## config.mk

```make
export PLATFORM = sky130hd
export DESIGN_NAME = gkn_cell
export DESIGN_NICKNAME = d
export VERILOG_FILES = /design/src/rtl/gkn_pkg.sv /design/src/rtl/gkn_cell.sv
export SDC_FILE = /design/constraint.sdc
export NUM_CORES = 1
export LEC_CHECK = 0
export ABC_AREA = 1
export BUFFER_PORTS_ARGS = -buffer_cell sky130_fd_sc_hd__buf_4
export CAP_MARGIN = 20
export CORE_MARGIN = 3
export CORE_UTILIZATION = 28
export CTS_CLUSTER_SIZE = 25
export DETAILED_ROUTE_END_ITERATION = 12
export HOLD_SLACK_MARGIN = 0.05
export SLEW_MARGIN = 40
export SYNTH_ARGS = -nofsm -noshare
export SYNTH_HDL_FRONTEND = slang
export SYNTH_SLANG_ARGS = --single-unit
```

## constraint.sdc

```tcl
create_clock -name clk -period 3.6 [get_ports clk]
set_input_delay 0.72 -clock clk [delete_from_list [all_inputs] [get_ports clk]]
set_output_delay 0.72 -clock clk [all_outputs]
set_load 0.005 [all_outputs]
```

## src/rtl/gkn_pkg.sv

```systemverilog
// Shared types and constants for the Gower k-nearest-donor search.
// Used by gkn_term, gkn_cell, gower_k_nearest_donors_top and the testbench; no dependencies.
package gkn_pkg;

  localparam int VAL_W  = 32;
  localparam int W_W    = 16;
  localparam int DIST_W = 48;
  localparam int TERM_W = 40;
  localparam int CNT_W  = 7;
  localparam int K_W    = 5;
  localparam int CFG_IDX_W  = 3;
  localparam int CFG_DATA_W = 16;
  localparam int IN_TDATA_W = 128;

  localparam logic [DIST_W-1:0] DIST_MAX = {DIST_W{1'b1}};

  // Variable kinds.
  localparam logic [2:0] CLS_NONE = 3'd0;
  localparam logic [2:0] CLS_NUM  = 3'd1;
  localparam logic [2:0] CLS_CAT  = 3'd2;
  localparam logic [2:0] CLS_ORD  = 3'd3;
  localparam logic [2:0] CLS_SEMI = 3'd4;

  // How a term is formed.
  localparam logic [1:0] KIND_ZERO = 2'd0;
  localparam logic [1:0] KIND_MIS  = 2'd1;
  localparam logic [1:0] KIND_MUL  = 2'd2;

  // Configuration register indexes.
  localparam logic [CFG_IDX_W-1:0] REG_COUNT_NUM  = 3'd0;
  localparam logic [CFG_IDX_W-1:0] REG_COUNT_CAT  = 3'd1;
  localparam logic [CFG_IDX_W-1:0] REG_COUNT_ORD  = 3'd2;
  localparam logic [CFG_IDX_W-1:0] REG_COUNT_SEMI = 3'd3;
  localparam logic [CFG_IDX_W-1:0] REG_NEIGHBOURS = 3'd4;
  localparam logic [CFG_IDX_W-1:0] REG_WSUM_RECIP = 3'd5;

  typedef struct packed {
    logic              valid;
    logic [TERM_W-1:0] term;
    logic              last_var;
    logic              last_don;
  } term_out_t;

  typedef struct packed {
    logic insert;
    logic shift;
    logic clear;
  } cell_ctl_t;

endpackage

```

## src/rtl/gkn_cell.sv

```systemverilog
// One entry of the sorted nearest-donor list; cells form a shifting chain.
// Depends on gkn_pkg.
module gkn_cell import gkn_pkg::*; #(
  parameter int IDX_W = 17
) (
  input  logic              clk,
  input  logic              rst,
  input  cell_ctl_t         ctl,
  input  logic [DIST_W-1:0] new_dist,
  input  logic [IDX_W-1:0]  new_idx,
  input  logic              prev_take,
  input  logic              prev_valid,
  input  logic [DIST_W-1:0] prev_dist,
  input  logic [IDX_W-1:0]  prev_idx,
  input  logic              next_valid,
  input  logic [DIST_W-1:0] next_dist,
  input  logic [IDX_W-1:0]  next_idx,
  output logic              take,
  output logic              valid,
  output logic [DIST_W-1:0] cur_dist,
  output logic [IDX_W-1:0]  idx
);

  // Strict compare keeps an equal distance behind the earlier donor.
  assign take = ctl.insert && (!valid || new_dist < cur_dist);

  always_ff @(posedge clk) begin
    if (rst || ctl.clear) begin
      valid    <= 1'b0;
      cur_dist <= DIST_MAX;
      idx      <= '0;
    end else if (ctl.shift) begin
      valid    <= next_valid;
      cur_dist <= next_dist;
      idx      <= next_idx;
    end else if (take) begin
      if (prev_take) begin
        valid    <= prev_valid;
        cur_dist <= prev_dist;
        idx      <= prev_idx;
      end else begin
        valid    <= 1'b1;
        cur_dist <= new_dist;
        idx      <= new_idx;
      end
    end
  end

endmodule

```

# --- Word-level counts from Yosys, hierarchy flattened ---
# Cells that the tools add are included.
classes:
  n_lt_le_gt_ge: 1
  n_mux: 9
  reduce_logical: 5
op_table:
  columns: ["cell", "count"]
  rows:
  - ["48-bit 2-to-1 mux", 3]
  - ["17-bit 2-to-1 mux", 3]
  - ["48-bit < comparator", 1]
  - ["1-bit 2-to-1 mux", 3]
  - ["1-bit logical OR", 2]
  - ["2-bit nonzero test", 1]
  - ["1-bit logical AND", 1]
  - ["1-bit logical NOT", 1]
totals:
  reg_bits: 66
  in_bits: 203
  word_cells: 18

# --- Logic depth before layout (Yosys ltp) ---
depth:
  depth_word: 5
  depth_mapped: 19

# --- Least setup slack after synthesis ---
# OpenSTA, ideal clock, no wires.
synth_path:
  path_kind: "in2out"
  startpoint: "input port new_dist[35]"
  endpoint: "output port take"
  arrival_ns: 2.069
  path_slack_ns: 0.811
  stages: 15
  path_buffers: 2
  path_cell_list: "ha_1 nand2_1 nor2_1 and2_1 nand2_1 inv_1 nand2_1 nand2_1 nor2_1 nand2_1 nand2_2 nand2_4 buf_6 buf_6 inv_1"
synth_via:
  elab_chain_cells: 3
synth_lines:
  columns: ["item", "line", "source"]
  rows:
  - ["start: declaration", "gkn_cell.sv:9", "input logic [DIST_W-1:0] new_dist,"]
  - ["48-bit < comparator", "gkn_cell.sv:25", "assign take = ctl.insert && (!valid || new_dist < cur_dist);"]
  - ["1-bit logical OR", "gkn_cell.sv:25", null]
  - ["1-bit logical AND", "gkn_cell.sv:25", null]
  - ["end: declaration", "gkn_cell.sv:18", "output logic take,"]
# No other way between the ends.

# --- Final worst setup path ---
layout_path:
  startpoint: "input port new_dist[47]"
  endpoint: "output port take"
# Same word-level chain as after synthesis.

==> implementation parameters <==
Parameter                              Value

Synthesis
  Synth Warn # ... 0
  Post-Synthesis Cells ... 764
  Cell variety after synth ... 22
  Post-synthesis average cell area ... 6.76 µm²
  Combined area of all synthesized cells ... 5160 µm²
  Synth Register Bits ... 66
  Proportion of synthesized chip area in sequential cells ... 25.6%
  Post-Syn Nets ... 1,014

Floorplan
  Area of the die ... 20,100 µm²
  DIE WIDTH ... about 140 µm
  Initial Utilization ... 28.7%
  Io pins ... 270
  Die height ... 142 µm
  Cell row count ... between 40 and 50
  Total core area ... 18,000 µm²

STA
  Total Negative Setup Slacks ... 0 ns
  Fmax achieved ... between 300 and 400 MHz
  Slew Limit Headroom ... between 40% and 50%
  Final hold violation count ... 0
  RSZ-0062 raised after global routing ... false
  Clk_skew ... around 0.012 ns
  Final-report setup violation count ... 0
  Number of pins with negative max-slew slack in the final report ... 0
  Final period util ... 82.6%
  Post-route worst setup slack ... approximately 0.63 ns
  Transition time at the pin with the least slew margin ... 0.800 ns
  Final critical path time including I/O delays and setup ... 2.97 ns

Detailed routing
  Total detailed-routing wirelength ... 18,000 µm
  Total number of vias ... 5,773
  Via density ... around 4.7
  Detailed Route Iter0 Violations ... 173
  Detailed-route wire length per cell ... 14.6 µm
  DRC ... 0
  Number of detailed-route iterations in the first pass ... 4
  Post-route antenna net violation count ... 0

Finish
  Top library cells by usage in the layout, fill and taps aside ... buf_4, nand2_1, nand3_1, inv_1, o21ai_0
  Fraction of final layout cells sized beyond drive strength 1 ... 29.8%
  Fraction of the core area covered by cells at the end of the flow ... a little over two fifths
  Total area of sequential cells ... between 1000 and 1500 µm²
  Area of the multi-input gates ... between 3000 and 4000 µm²
  Most common cell after layout, fill and taps aside ... buf_4
  Post-layout net count ... 1,250
  Fillers ... 1,941
  Area added between synthesis and finish ... 47.7%
  N_diodes ... 0

Power
  Leakage power ... ~0.0042 µW
  Max IR drop VDD ... 0.000244 V
  Power density of the placed cells ... 327 nW/µm²

Setup path
  Endpoint required time on the critical path ... 2.88 ns
  Worst reg2reg endpoint ... cur_dist[6]$_SDFFE_PP1P_
  Largest fanout on the critical path ... 3
  Worst setup SP type ... primary input
  Data arrival time of the critical path ... around 2.3 ns
  R2R setup slack ... 0.90 ns
  Crit Reg-Reg Startpoint ... cur_dist[47]$_SDFFE_PP1P_
  Critical Setup Path Class ... in2out
  Worst r2r path cells ... 17
  Worst setup EP type ... output port

CTS
  TritonCTS clock tree ... built
  Sinks on the clock net ... 66
  Total CTS buffers ... 9
  Worst skew pair latency ... ~0.34 ns
  Reg clk slew, reported paths ... approximately 0.050 ns
  Count of hold buffers inserted by post-cts repair ... 0
  Setup Buffers After CTS ... 0
  Clock root buffer master ... clkbuf_16
  Maximum count of clock buffers along a single path ... 2
  H-tree depth ... 3
  Post-CTS sizing ... 0

Global route
  Number of antenna violations at the first check in global routing ... 0
  Wire length of the first global-routing pass ... 28,400 µm
  Global routing usage summed across all routing layers ... between 10% and 20%
  Total congestion overflow after global routing ... 0
  Largest net degree at the start of global routing ... 84
  Met2 GRT Util ... between 20% and 30%
  Met1 demand-to-capacity share in global routing ... between 20% and 30%
  Busiest layer in global routing ... met2
  Met3 Track Usage GR ... under 10%
  Number of global-route vias before repair ... 5,560

Min path
  Worst Hold Endpoint ... cur_dist[28]$_SDFFE_PP1P_
  Number of stages on the worst hold path ... 2
  Worst min-delay path startpoint ... cur_dist[28]$_SDFFE_PP1P_
  Type of the most critical hold path ... reg2reg

Placement
  Detailed Place HPWL ... roughly 14,000 µm
  Port bufs ... 269
  Routability cong. ... 0.775
  Worst slack at placement ... 0.437 ns

Status
  Outcome ... finished, final reports clean

Run
  Reported max-cap violation count ... 0
==> worst max-delay path by stage <==
stage	from	endpoint	slack (ns)	cells after the start
2_1_floorplan	new_dist[35]	take	0.81	15
3_3_place_gp	new_dist[35]	cur_dist[2]$_SDFFE_PP1P_	0.50	18
3_5_place_dp	new_dist[47]	cur_dist[4]$_SDFFE_PP1P_	0.44	17
4_1_cts	new_dist[47]	take	0.60	14
5_1_grt	new_dist[31]	take	0.38	14
6_report	new_dist[47]	take	0.63	14
==> where the power goes <==
part	total, µW	switching (µW)	internal, µW
combinational	642	305	337
sequential	806	33.1	773
clock	1050	348	697
total	2490	687	1810
==> worst max-delay path, cell delays in order <==
cell and delay (ns):
buf_4 0.11, ha_1 0.31, nand4_1 0.14, nor2_1 0.23
nand2_1 0.12, nor2_1 0.10, nand2_1 0.06, nand2_1 0.05
nor2_1 0.04, nand2_1 0.06, nand2_2 0.06, nand2_4 0.06
inv_1 0.04, buf_4 0.14
==> logic make-up (layout without fill, tap and decap cells) <==
group,count (synthesis),after routing,synth area share [%]
AOI/OAI and AO/OA,113,113,11.1
and+or+nand+nor,340,340,28.1
DFF,66,66,25.6
buffers and inverters,134,375,11.4
muxes,64,64,12.4
adders and majority gates,47,47,11.4
==> through the flow <==
stage / power (µW) / cell area [µm²] / cells / hold slack, ns
2_1_floorplan: 1150 / 5160 / 764 / 0.504
4_1_cts: 2540 / 7630 / 1234 / 0.519
3_3_place_gp: 1470 / 7270 / 1218 / 0.502
3_5_place_dp: 1470 / 7270 / 1218 / 0.512
6_report: 2490 / 7630 / 1234 / 0.519
5_1_grt: 2650 / 7630 / 1234 / 0.542
==> sequential cells by signal, summed over array words and instances, names as in the netlist <==
name,cells
idx,17
valid,1
cur_dist,48
==> Yosys cell counts (all sizes together) <==
master	number	area [µm²]
nand2	185	707
nand3	115	576
inv	81	304
o21ai	69	345
dfxtp	66	1320
mux2i	64	641
ha	47	588
a21oi	40	200
nor2	31	116
clkbuf	30	113
buf	23	171
nand4	4	25.0
nor3	3	15.0
o21a	2	15.0
a21o	1	7.51
and2	1	6.26
o21bai	1	7.51
or3	1	6.26
==> routing by layer <==
| layer | up-vias | routed length, µm |
|---|---|---|
| met5 | - | 0 |
| met4 | 0 | 254 |
| met3 | 15 | 1550 |
| met2 | 219 | 8310 |
| met1 | 2535 | 7850 |
| li1 | 3004 | - |
==> final cells by class <==
type / instances / area share (%)
multi-input combinational: 564 / 42.8
timing repair buffer: 278 / 27.5
sequential: 66 / 17.3
inverter: 81 / 3.99
tap: 229 / 3.76
clock buffer: 10 / 3.13
clock inverter: 6 / 1.49
Note: power is estimated with default switching activity, not from simulation.
