--- src/rtl/gkn_pkg.sv ---
// Shared types and constants for the Gower k-nearest-donor search.
// Used by gkn_term, gkn_cell, gower_k_nearest_donors_top and the testbench; no dependencies.
package gkn_pkg;

  localparam int VAL_W  = 32;
  localparam int W_W    = 16;
  localparam int DIST_W = 48;
  localparam int TERM_W = 40;
  localparam int CNT_W  = 7;
  localparam int K_W    = 5;
  localparam int CFG_IDX_W  = 3;
  localparam int CFG_DATA_W = 16;
  localparam int IN_TDATA_W = 128;

  localparam logic [DIST_W-1:0] DIST_MAX = {DIST_W{1'b1}};

  // Variable kinds.
  localparam logic [2:0] CLS_NONE = 3'd0;
  localparam logic [2:0] CLS_NUM  = 3'd1;
  localparam logic [2:0] CLS_CAT  = 3'd2;
  localparam logic [2:0] CLS_ORD  = 3'd3;
  localparam logic [2:0] CLS_SEMI = 3'd4;

  // How a term is formed.
  localparam logic [1:0] KIND_ZERO = 2'd0;
  localparam logic [1:0] KIND_MIS  = 2'd1;
  localparam logic [1:0] KIND_MUL  = 2'd2;

  // Configuration register indexes.
  localparam logic [CFG_IDX_W-1:0] REG_COUNT_NUM  = 3'd0;
  localparam logic [CFG_IDX_W-1:0] REG_COUNT_CAT  = 3'd1;
  localparam logic [CFG_IDX_W-1:0] REG_COUNT_ORD  = 3'd2;
  localparam logic [CFG_IDX_W-1:0] REG_COUNT_SEMI = 3'd3;
  localparam logic [CFG_IDX_W-1:0] REG_NEIGHBOURS = 3'd4;
  localparam logic [CFG_IDX_W-1:0] REG_WSUM_RECIP = 3'd5;

  typedef struct packed {
    logic              valid;
    logic [TERM_W-1:0] term;
    logic              last_var;
    logic              last_don;
  } term_out_t;

  typedef struct packed {
    logic insert;
    logic shift;
    logic clear;
  } cell_ctl_t;

endpackage

--- src/rtl/gkn_term.sv ---
// Four-stage pipeline that turns one variable pair into its weighted Gower term.
// Depends on gkn_pkg.
module gkn_term import gkn_pkg::*; (
  input  logic                    clk,
  input  logic                    rst,
  input  logic                    in_valid,
  input  logic signed [VAL_W-1:0] x,
  input  logic signed [VAL_W-1:0] y,
  input  logic [W_W-1:0]          w,
  input  logic [W_W-1:0]          scale,
  input  logic signed [VAL_W-1:0] mc,
  input  logic [2:0]              cls,
  input  logic                    last_var,
  input  logic                    last_don,
  input  logic [W_W-1:0]          recip,
  output term_out_t               result
);

  // Stage 1: registered inputs.
  logic                    v1, lv1, ld1;
  logic signed [VAL_W-1:0] x1, y1, mc1;
  logic [W_W-1:0]          w1, s1;
  logic [2:0]              c1;
  // Stage 2: difference, weight product, compares.
  logic                    v2, lv2, ld2, neq2, xs2, ys2;
  logic [VAL_W-1:0]        d2;
  logic [2*W_W-1:0]        wr2;
  logic [W_W-1:0]          s2;
  logic [2:0]              c2;
  // Stage 3: operand and kind.
  logic                    v3, lv3, ld3;
  logic [VAL_W-1:0]        op3;
  logic [2*W_W-1:0]        wr3;
  logic [1:0]              k3;

  logic signed [VAL_W:0]   diff;
  logic [VAL_W:0]          mag;
  logic [VAL_W+W_W-1:0]    dscaled;
  logic [2*VAL_W-1:0]      prod;
  logic [1:0]              kind;

  assign diff = {x1[VAL_W-1], x1} - {y1[VAL_W-1], y1};
  assign mag  = diff[VAL_W] ? -diff : diff;
  assign dscaled = d2 * s2;
  assign prod = wr3 * op3;

  always_comb begin
    kind = KIND_ZERO;
    case (c2) inside
      CLS_NUM, CLS_ORD: kind = KIND_MUL;
      CLS_CAT:          kind = neq2 ? KIND_MIS : KIND_ZERO;
      CLS_SEMI: begin
        if (xs2 != ys2) kind = KIND_MIS;
        else if (!xs2)  kind = KIND_MUL;
        else            kind = KIND_ZERO;
      end
      default:          kind = KIND_ZERO;
    endcase
  end

  always_ff @(posedge clk) begin
    if (rst) begin
      v1 <= 1'b0;
      v2 <= 1'b0;
      v3 <= 1'b0;
      result.valid <= 1'b0;
    end else begin
      v1 <= in_valid;
      v2 <= v1;
      v3 <= v2;
      result.valid <= v3;
    end
    x1 <= x; y1 <= y; mc1 <= mc; w1 <= w; s1 <= scale; c1 <= cls;
    lv1 <= last_var; ld1 <= last_don;

    d2   <= mag[VAL_W-1:0];
    wr2  <= w1 * recip;
    s2   <= s1;
    c2   <= c1;
    neq2 <= (x1 != y1);
    xs2  <= (x1 == mc1);
    ys2  <= (y1 == mc1);
    lv2  <= lv1; ld2 <= ld1;

    op3 <= (c2 == CLS_ORD) ? dscaled[VAL_W+W_W-1:W_W] : d2;
    wr3 <= wr2;
    k3  <= kind;
    lv3 <= lv2; ld3 <= ld2;

    case (k3)
      KIND_MUL: result.term <= prod[TERM_W+23:24];
      KIND_MIS: result.term <= TERM_W'(wr3[2*W_W-1:8]);
      default:  result.term <= '0;
    endcase
    result.last_var <= lv3;
    result.last_don <= ld3;
  end

endmodule

--- config.mk ---
export PLATFORM = sky130hd
export DESIGN_NAME = gkn_term
export DESIGN_NICKNAME = d
export VERILOG_FILES = /design/src/rtl/gkn_pkg.sv /design/src/rtl/gkn_term.sv
export SDC_FILE = /design/constraint.sdc
export NUM_CORES = 2
export LEC_CHECK = 0
export BUFFER_PORTS_ARGS = -buffer_cell sky130_fd_sc_hd__buf_2
export CELL_PAD_IN_SITES_DETAIL_PLACEMENT = 2
export CELL_PAD_IN_SITES_GLOBAL_PLACEMENT = 2
export CORE_MARGIN = 2
export CORE_UTILIZATION = 46
export DETAILED_ROUTE_END_ITERATION = 7
export GPL_ROUTABILITY_DRIVEN = 0
export PLACE_DENSITY_LB_ADDON = 0.1
export SLEW_MARGIN = 20
export SYNTH_ARGS = -nofsm -noshare
export SYNTH_HDL_FRONTEND = slang
export SYNTH_SLANG_ARGS = --single-unit
--- constraint.sdc ---
create_clock -name clk -period 11.68 [get_ports clk]
set_input_delay 2.92 -clock clk [delete_from_list [all_inputs] [get_ports clk]]
set_output_delay 2.92 -clock clk [all_outputs]
set_load 0.1 [all_outputs]
---- Word-level counts from Yosys, hierarchy flattened ----
Index checks and enable logic that the tools add are counted.
W data, S select, Z words.
storage, ports and cells
  register bits ........................... 335
  input port bits ......................... 152
operators by class
  reductions and logical operators ........ 1
  add/subtract/negate cells ............... 2
  $mul .................................... 3
  equal/unequal tests ..................... 10
  muxes and demuxes ....................... 8
operators by type and width
  operator              number
  $pmux W40 S2          1
  $eq A32 B32 Y1        2
  $mul A32 B32 Y64      1
  $mux W32              2
  $mul A32 B16 Y48      1
  $sub A32 B32 Y33      1
  $mul A16 B16 Y32      1
  $ne A32 B32 Y1        1
  $neg A32 Y32          1
  $mux W2               4
  $eq A3 B2 Y1 const B  2
  $eq A3 B1 Y1 const B  1
  $eq A3 B3 Y1 const B  1
  $eq A2 B1 Y1 const B  1
  $eq A2 B2 Y1 const B  1
  $reduce_or A2 Y1      1
  $mux W1               1
  $ne A1 B1 Y1          1

---- Depth between registers and ports, before layout ----
  depth in word-level cells ............... 4
  mapped depth ............................ 28
  depth with buffers taken out ............ 27

---- Least setup slack after synthesis ----
OpenSTA, ideal clock, no wires.
  path type ............................... input-to-reg
  start point ............................. input recip[1]
  end point ............................... register wr2[31]
  path buffers ............................ 1
  stages on the path ...................... 25
  setup slack ............................. 2.833 ns
  arrival time ............................ 8.727 ns
  path through ............................ clkbuf_1 nand2_1 fa_1 inv_1 fa_1 inv_1 fa_1 inv_1 fa_1 inv_1 fa_1 inv_1 fa_1 ha_1 a21o_1 a21oi_1 o21bai_1 a2111oi_0 o21ai_0 a31o_2 nor4_1 nor3_1 a211oi_1 a21oi_1 xnor2_1
between the ends
  cells in the longest elaborated chain, start to end .. 1
RTL lines
  item                    line            text
  start: declaration      gkn_term.sv:15  input logic [W_W-1:0] recip,
  $mul A16 B16 Y32        gkn_term.sv:77  wr2 <= w1 * recip;
  end signal: assignment  gkn_term.sv:77
  end: declaration        gkn_term.sv:27  logic [2*W_W-1:0] wr2;
No other way between the ends.
A chain may end at the register's enable or synchronous reset.

---- Worst setup path after layout ----
  start point ............................. register wr3[11]
  end point ............................... register result[37] in the netlist's numbering
between the ends
  cells in the longest elaborated chain, start to end .. 2
RTL lines
  item                      line            text
  start: declaration        gkn_term.sv:33  logic [2*W_W-1:0] wr3;
  start signal: assignment  gkn_term.sv:86  wr3 <= wr2;
  $mul A32 B32 Y64          gkn_term.sv:45  assign prod = wr3 * op3;
  $pmux W40 S2              gkn_term.sv:90  case (k3)
  end: declaration          gkn_term.sv:16  output term_out_t result
No other way between the ends.

==> qor.log <==
[routing] wire per inst 26.2 um
[critical_path] crit path launch type flip-flop
[floorplanning] number of cell rows 139
[floorplanning] die width 385 um
[synth] post-synthesis sequential element count 335
[routing] # DRC 6
[critical_path] reg2reg setup slack 2.29 ns
[cells_and_area] area growth from synthesis to final layout 6.36%
[floorplanning] total die area 148000 um2
[cells_and_area] fraction of final layout cells with drive strength greater than 1 6.17%
[critical_path] Crit Reg-Reg Startpoint wr3[11]
[synth] proportion of synthesized chip area in sequential cells 10.1%
[clock_tree] post-CTS resize count 0
[sta] number of max-slew violations in the final report 0
[synth] Post-Synthesis Cell Area 66600 um2
[sta] Final Critical Period 9.39 ns
[sta] min setup slack post-route 2.29 ns
[sta] Hold Vio Cnt, Final 0
[synth] main combinational cell family by area after synthesis adder cells
[status] outcome finished, violations left
[synth] count of synthesis-stage warnings from yosys 0
[sta] crit share post-route 80.4%
[critical_path] critical path endpoint category flip-flop
[clock_tree] clock tree from TritonCTS built
[critical_path] arrival time at the worst endpoint 9.94 ns
[placed_design] Port Buffer Count 194
[routing] number of optimization iterations in the first detailed-route pass 8
[synth] Simple-Gate Fraction of Synth Area 16.5%
[synth] Synth Net Count 9336
[synth] share of synthesized flip-flops with an asynchronous set or reset 0%
[cells_and_area] area taken by multi-input logic gates 52800 um2
[cells_and_area] highest-count cells in the layout ignoring fill and taps sky130_fd_sc_hd__inv_1, sky130_fd_sc_hd__fa_1, sky130_fd_sc_hd__nand2_1
[global_routing] Overflow after GRT 0
[routing] DRT antenna net count 0
[cells_and_area] layout net count 9295
[critical_path] count of cells along the worst register-to-register path 26
[routing] mean number of vias per cell 5.51
[synth] Mean Syn Cell Area 9.30 um2
[floorplanning] Top Ports 195
[placed_design] HPWL after DPL 181000 um
[synth] fraction of synthesized area in multiplexers 0.0789%
[hold_path] min-delay src s1[5]
[global_routing] global-route wire length before repair 368000 um
[hold_path] kind of path behind the tightest hold check flip-flop to flip-flop
[clock_tree] H-tree depth 2
[hold_path] Endpoint, Worst Hold s2[5]
[sta] FMAX 107 MHz
[floorplanning] die boundary height 385 um
[clock_tree] Root Buffer sky130_fd_sc_hd__clkbuf_16
[global_routing] number of global-route vias before repair 61190
[hold_path] Min-Delay Path Depth 0
[clock_tree] hold bufs inserted after CTS 0
[global_routing] number of antenna violations at the first check in global routing 8
[floorplanning] starting density of the core 46.4%
[critical_path] Worst Path Class, Setup flip-flop to flip-flop
[synth] ys flop type sky130_fd_sc_hd__dfxtp_1
[cells_and_area] most common cell after layout, fill and taps aside sky130_fd_sc_hd__inv_1
[critical_path] worst flop-to-flop path endpoint result[37]
[synth] EDFF count, synth 0
[placed_design] Place WS 1.99 ns
[synth] share of the synthesized netlist area taken by xor and xnor gates 2.88%
[cells_and_area] # fillers 15204
[global_routing] pin count of the biggest net entering global routing 66
[critical_path] required time worst endpoint 12.23 ns
[synth] share of the synthesized area in compound gates (AO/OA/AOI/OAI) 4.79%
[global_routing] GRT Resource Usage Total 33.0%
[routing] Starting DRT DRC Count 2446
[sta] setup repair after global routing missed its margin no
[sta] max-slew headroom at the worst pin 21.9%
[synth] count of mapped cells out of synthesis 7160
[clock_tree] sinks on the clock net 335
[routing] aggregate routed wire length 238000 um
[floorplanning] core region area 144000 um2
[synth] count of distinct cell types in the synthesized netlist 97
[sta] Finish-stage setup viols 0
[sta] Worst Skew 0.0671 ns
[critical_path] critical path peak fanout 21
[routing] via count 49945
[clock_tree] CTS Buf Count 44
[clock_tree] Skew-Pair Late Insertion Delay 0.69 ns
[clock_tree] clock transition at the registers of the reported paths 0.08 ns
[sta] final total negative setup slack 0 ns
[clock_tree] worst-case clock buffer depth 3
[status] violations in the final reports DRC
[cells_and_area] FF+latch area 6760 um2
[synth] arithmetic-cell share of the synthesized area counting full adders, half adders and majority gates 55.0%
[run] max-cap violation count 0
[sta] slew at the pin closest to its max-slew limit 1.17 ns
[clock_tree] post-CTS setup buffers 0
## layer usage
metal / wire length (um) / vias to the layer above / global-route usage, %
li1: - / 21018 / -
met1: 92600 / 26901 / 40.0
met2: 123000 / 1469 / 60.0
met3: 11300 / 555 / 3.59
met4: 10200 / 2 / 12.8
met5: 13 / - / 0
## worst max-delay path, cell delays in order (launching register included)
cell                       delay [ns]
sky130_fd_sc_hd__dfxtp_1         0.77
sky130_fd_sc_hd__buf_4           0.51
sky130_fd_sc_hd__and2_1          0.25
sky130_fd_sc_hd__fa_1            0.47
sky130_fd_sc_hd__fa_1            0.45
sky130_fd_sc_hd__fa_1            0.55
sky130_fd_sc_hd__inv_1           0.06
sky130_fd_sc_hd__fa_1            0.47
sky130_fd_sc_hd__inv_1           0.06
sky130_fd_sc_hd__fa_1            0.50
sky130_fd_sc_hd__inv_1           0.06
sky130_fd_sc_hd__fa_1            0.53
sky130_fd_sc_hd__inv_1           0.06
sky130_fd_sc_hd__fa_1            0.39
sky130_fd_sc_hd__fa_1            0.49
sky130_fd_sc_hd__ha_1            0.33
sky130_fd_sc_hd__a21o_1          0.17
sky130_fd_sc_hd__a221oi_1        0.35
sky130_fd_sc_hd__o21ai_0         0.33
sky130_fd_sc_hd__and2_1          0.32
sky130_fd_sc_hd__o211ai_1        0.53
sky130_fd_sc_hd__a21oi_1         0.29
sky130_fd_sc_hd__o21ai_1         0.41
sky130_fd_sc_hd__a31oi_1         0.30
sky130_fd_sc_hd__o211ai_1        0.29
sky130_fd_sc_hd__a21oi_1         0.10
sky130_fd_sc_hd__nor3b_1         0.21
## through the flow
step	hold slack [ns]	cell area [um2]	util [%]	cells
floorplan	0.310	66600	-	7160
global placement	0.310	69200	48.2	8975
detailed placement	0.313	69300	48.2	8976
CTS	0.306	70800	49.3	9056
global route	0.319	70800	49.3	9057
finish	0.309	70800	49.3	9062
## sequential cells by signal (all words and copies together) (netlist names), 3 cells and up
name    count
d2         32
w1         16
wr2        32
s1         16
c1          3
y1         32
op3        32
s2         16
wr3        32
mc1        32
result     43
c2          3
x1         32
## synthesized netlist by cell type, drive strengths merged (3+ instances only)
cell | n | area, um2
nor3b | 4 | 30.0
or2 | 4 | 25.0
o211ai | 8 | 60.1
xor2 | 113 | 997
nand3b | 5 | 37.5
nand2 | 1081 | 4060
and2 | 840 | 5260
a31o | 9 | 78.8
fa | 1507 | 30200
a2111oi | 5 | 88.8
or3 | 13 | 81.3
a21o | 65 | 488
nor4 | 25 | 193
a221o | 4 | 40.0
ha | 517 | 6470
and3 | 24 | 155
a221oi | 6 | 58.8
inv | 1532 | 5750
nand2b | 12 | 75.1
mux2i | 3 | 30.0
o21a | 18 | 135
nand4 | 27 | 175
o21bai | 22 | 176
o31ai | 10 | 80.1
a21boi | 6 | 45.1
a21oi | 134 | 689
dfxtp | 335 | 6710
and4 | 6 | 52.6
nor3 | 28 | 166
a211o | 6 | 52.6
nand3 | 37 | 203
buf | 7 | 40.0
nor2b | 16 | 100
o21ai | 106 | 546
a31oi | 14 | 118
clkbuf | 352 | 1320
a22oi | 9 | 67.6
a211oi | 19 | 153
nor2 | 87 | 334
xnor2 | 104 | 918
## cells by family (layout without fill, tap and decap cells)
| group | count (synthesis) | in the layout |
|---|---|---|
| muxes | 5 | 5 |
| buffers and inverters | 1891 | 1884 |
| adders and majority gates | 2024 | 2024 |
| DFF | 335 | 335 |
| other | 0 | 6 |
| xor gates and xnor gates | 217 | 217 |
| and+or+nand+nor | 2214 | 2214 |
| AOI/OAI and AO/OA | 474 | 474 |
## layout make-up
| class | instances | area share [%] |
|---|---|---|
| inverter | 1532 | 8.12 |
| sequential | 335 | 9.54 |
| tap | 1903 | 3.36 |
| multi-input combinational | 4934 | 74.5 |
| clock buffer | 58 | 1.76 |
| clock inverter | 22 | 0.473 |
| antenna | 6 | 0.0212 |
| timing repair buffer | 272 | 2.21 |
## worst max-delay path by stage
stage	cells past startpoint	startpoint	to
floorplan	25	recip[1]	wr2[31]
global placement	25	recip[1]	wr2[31]
detailed placement	25	recip[4]	wr2[31]
CTS	26	wr3[11]	result[37]
global route	26	wr3[11]	result[37]
finish	26	wr3[11]	result[37]
Power is not shown: default switching activity piles up to over one toggle a cycle in this logic, so the estimate is an artifact.
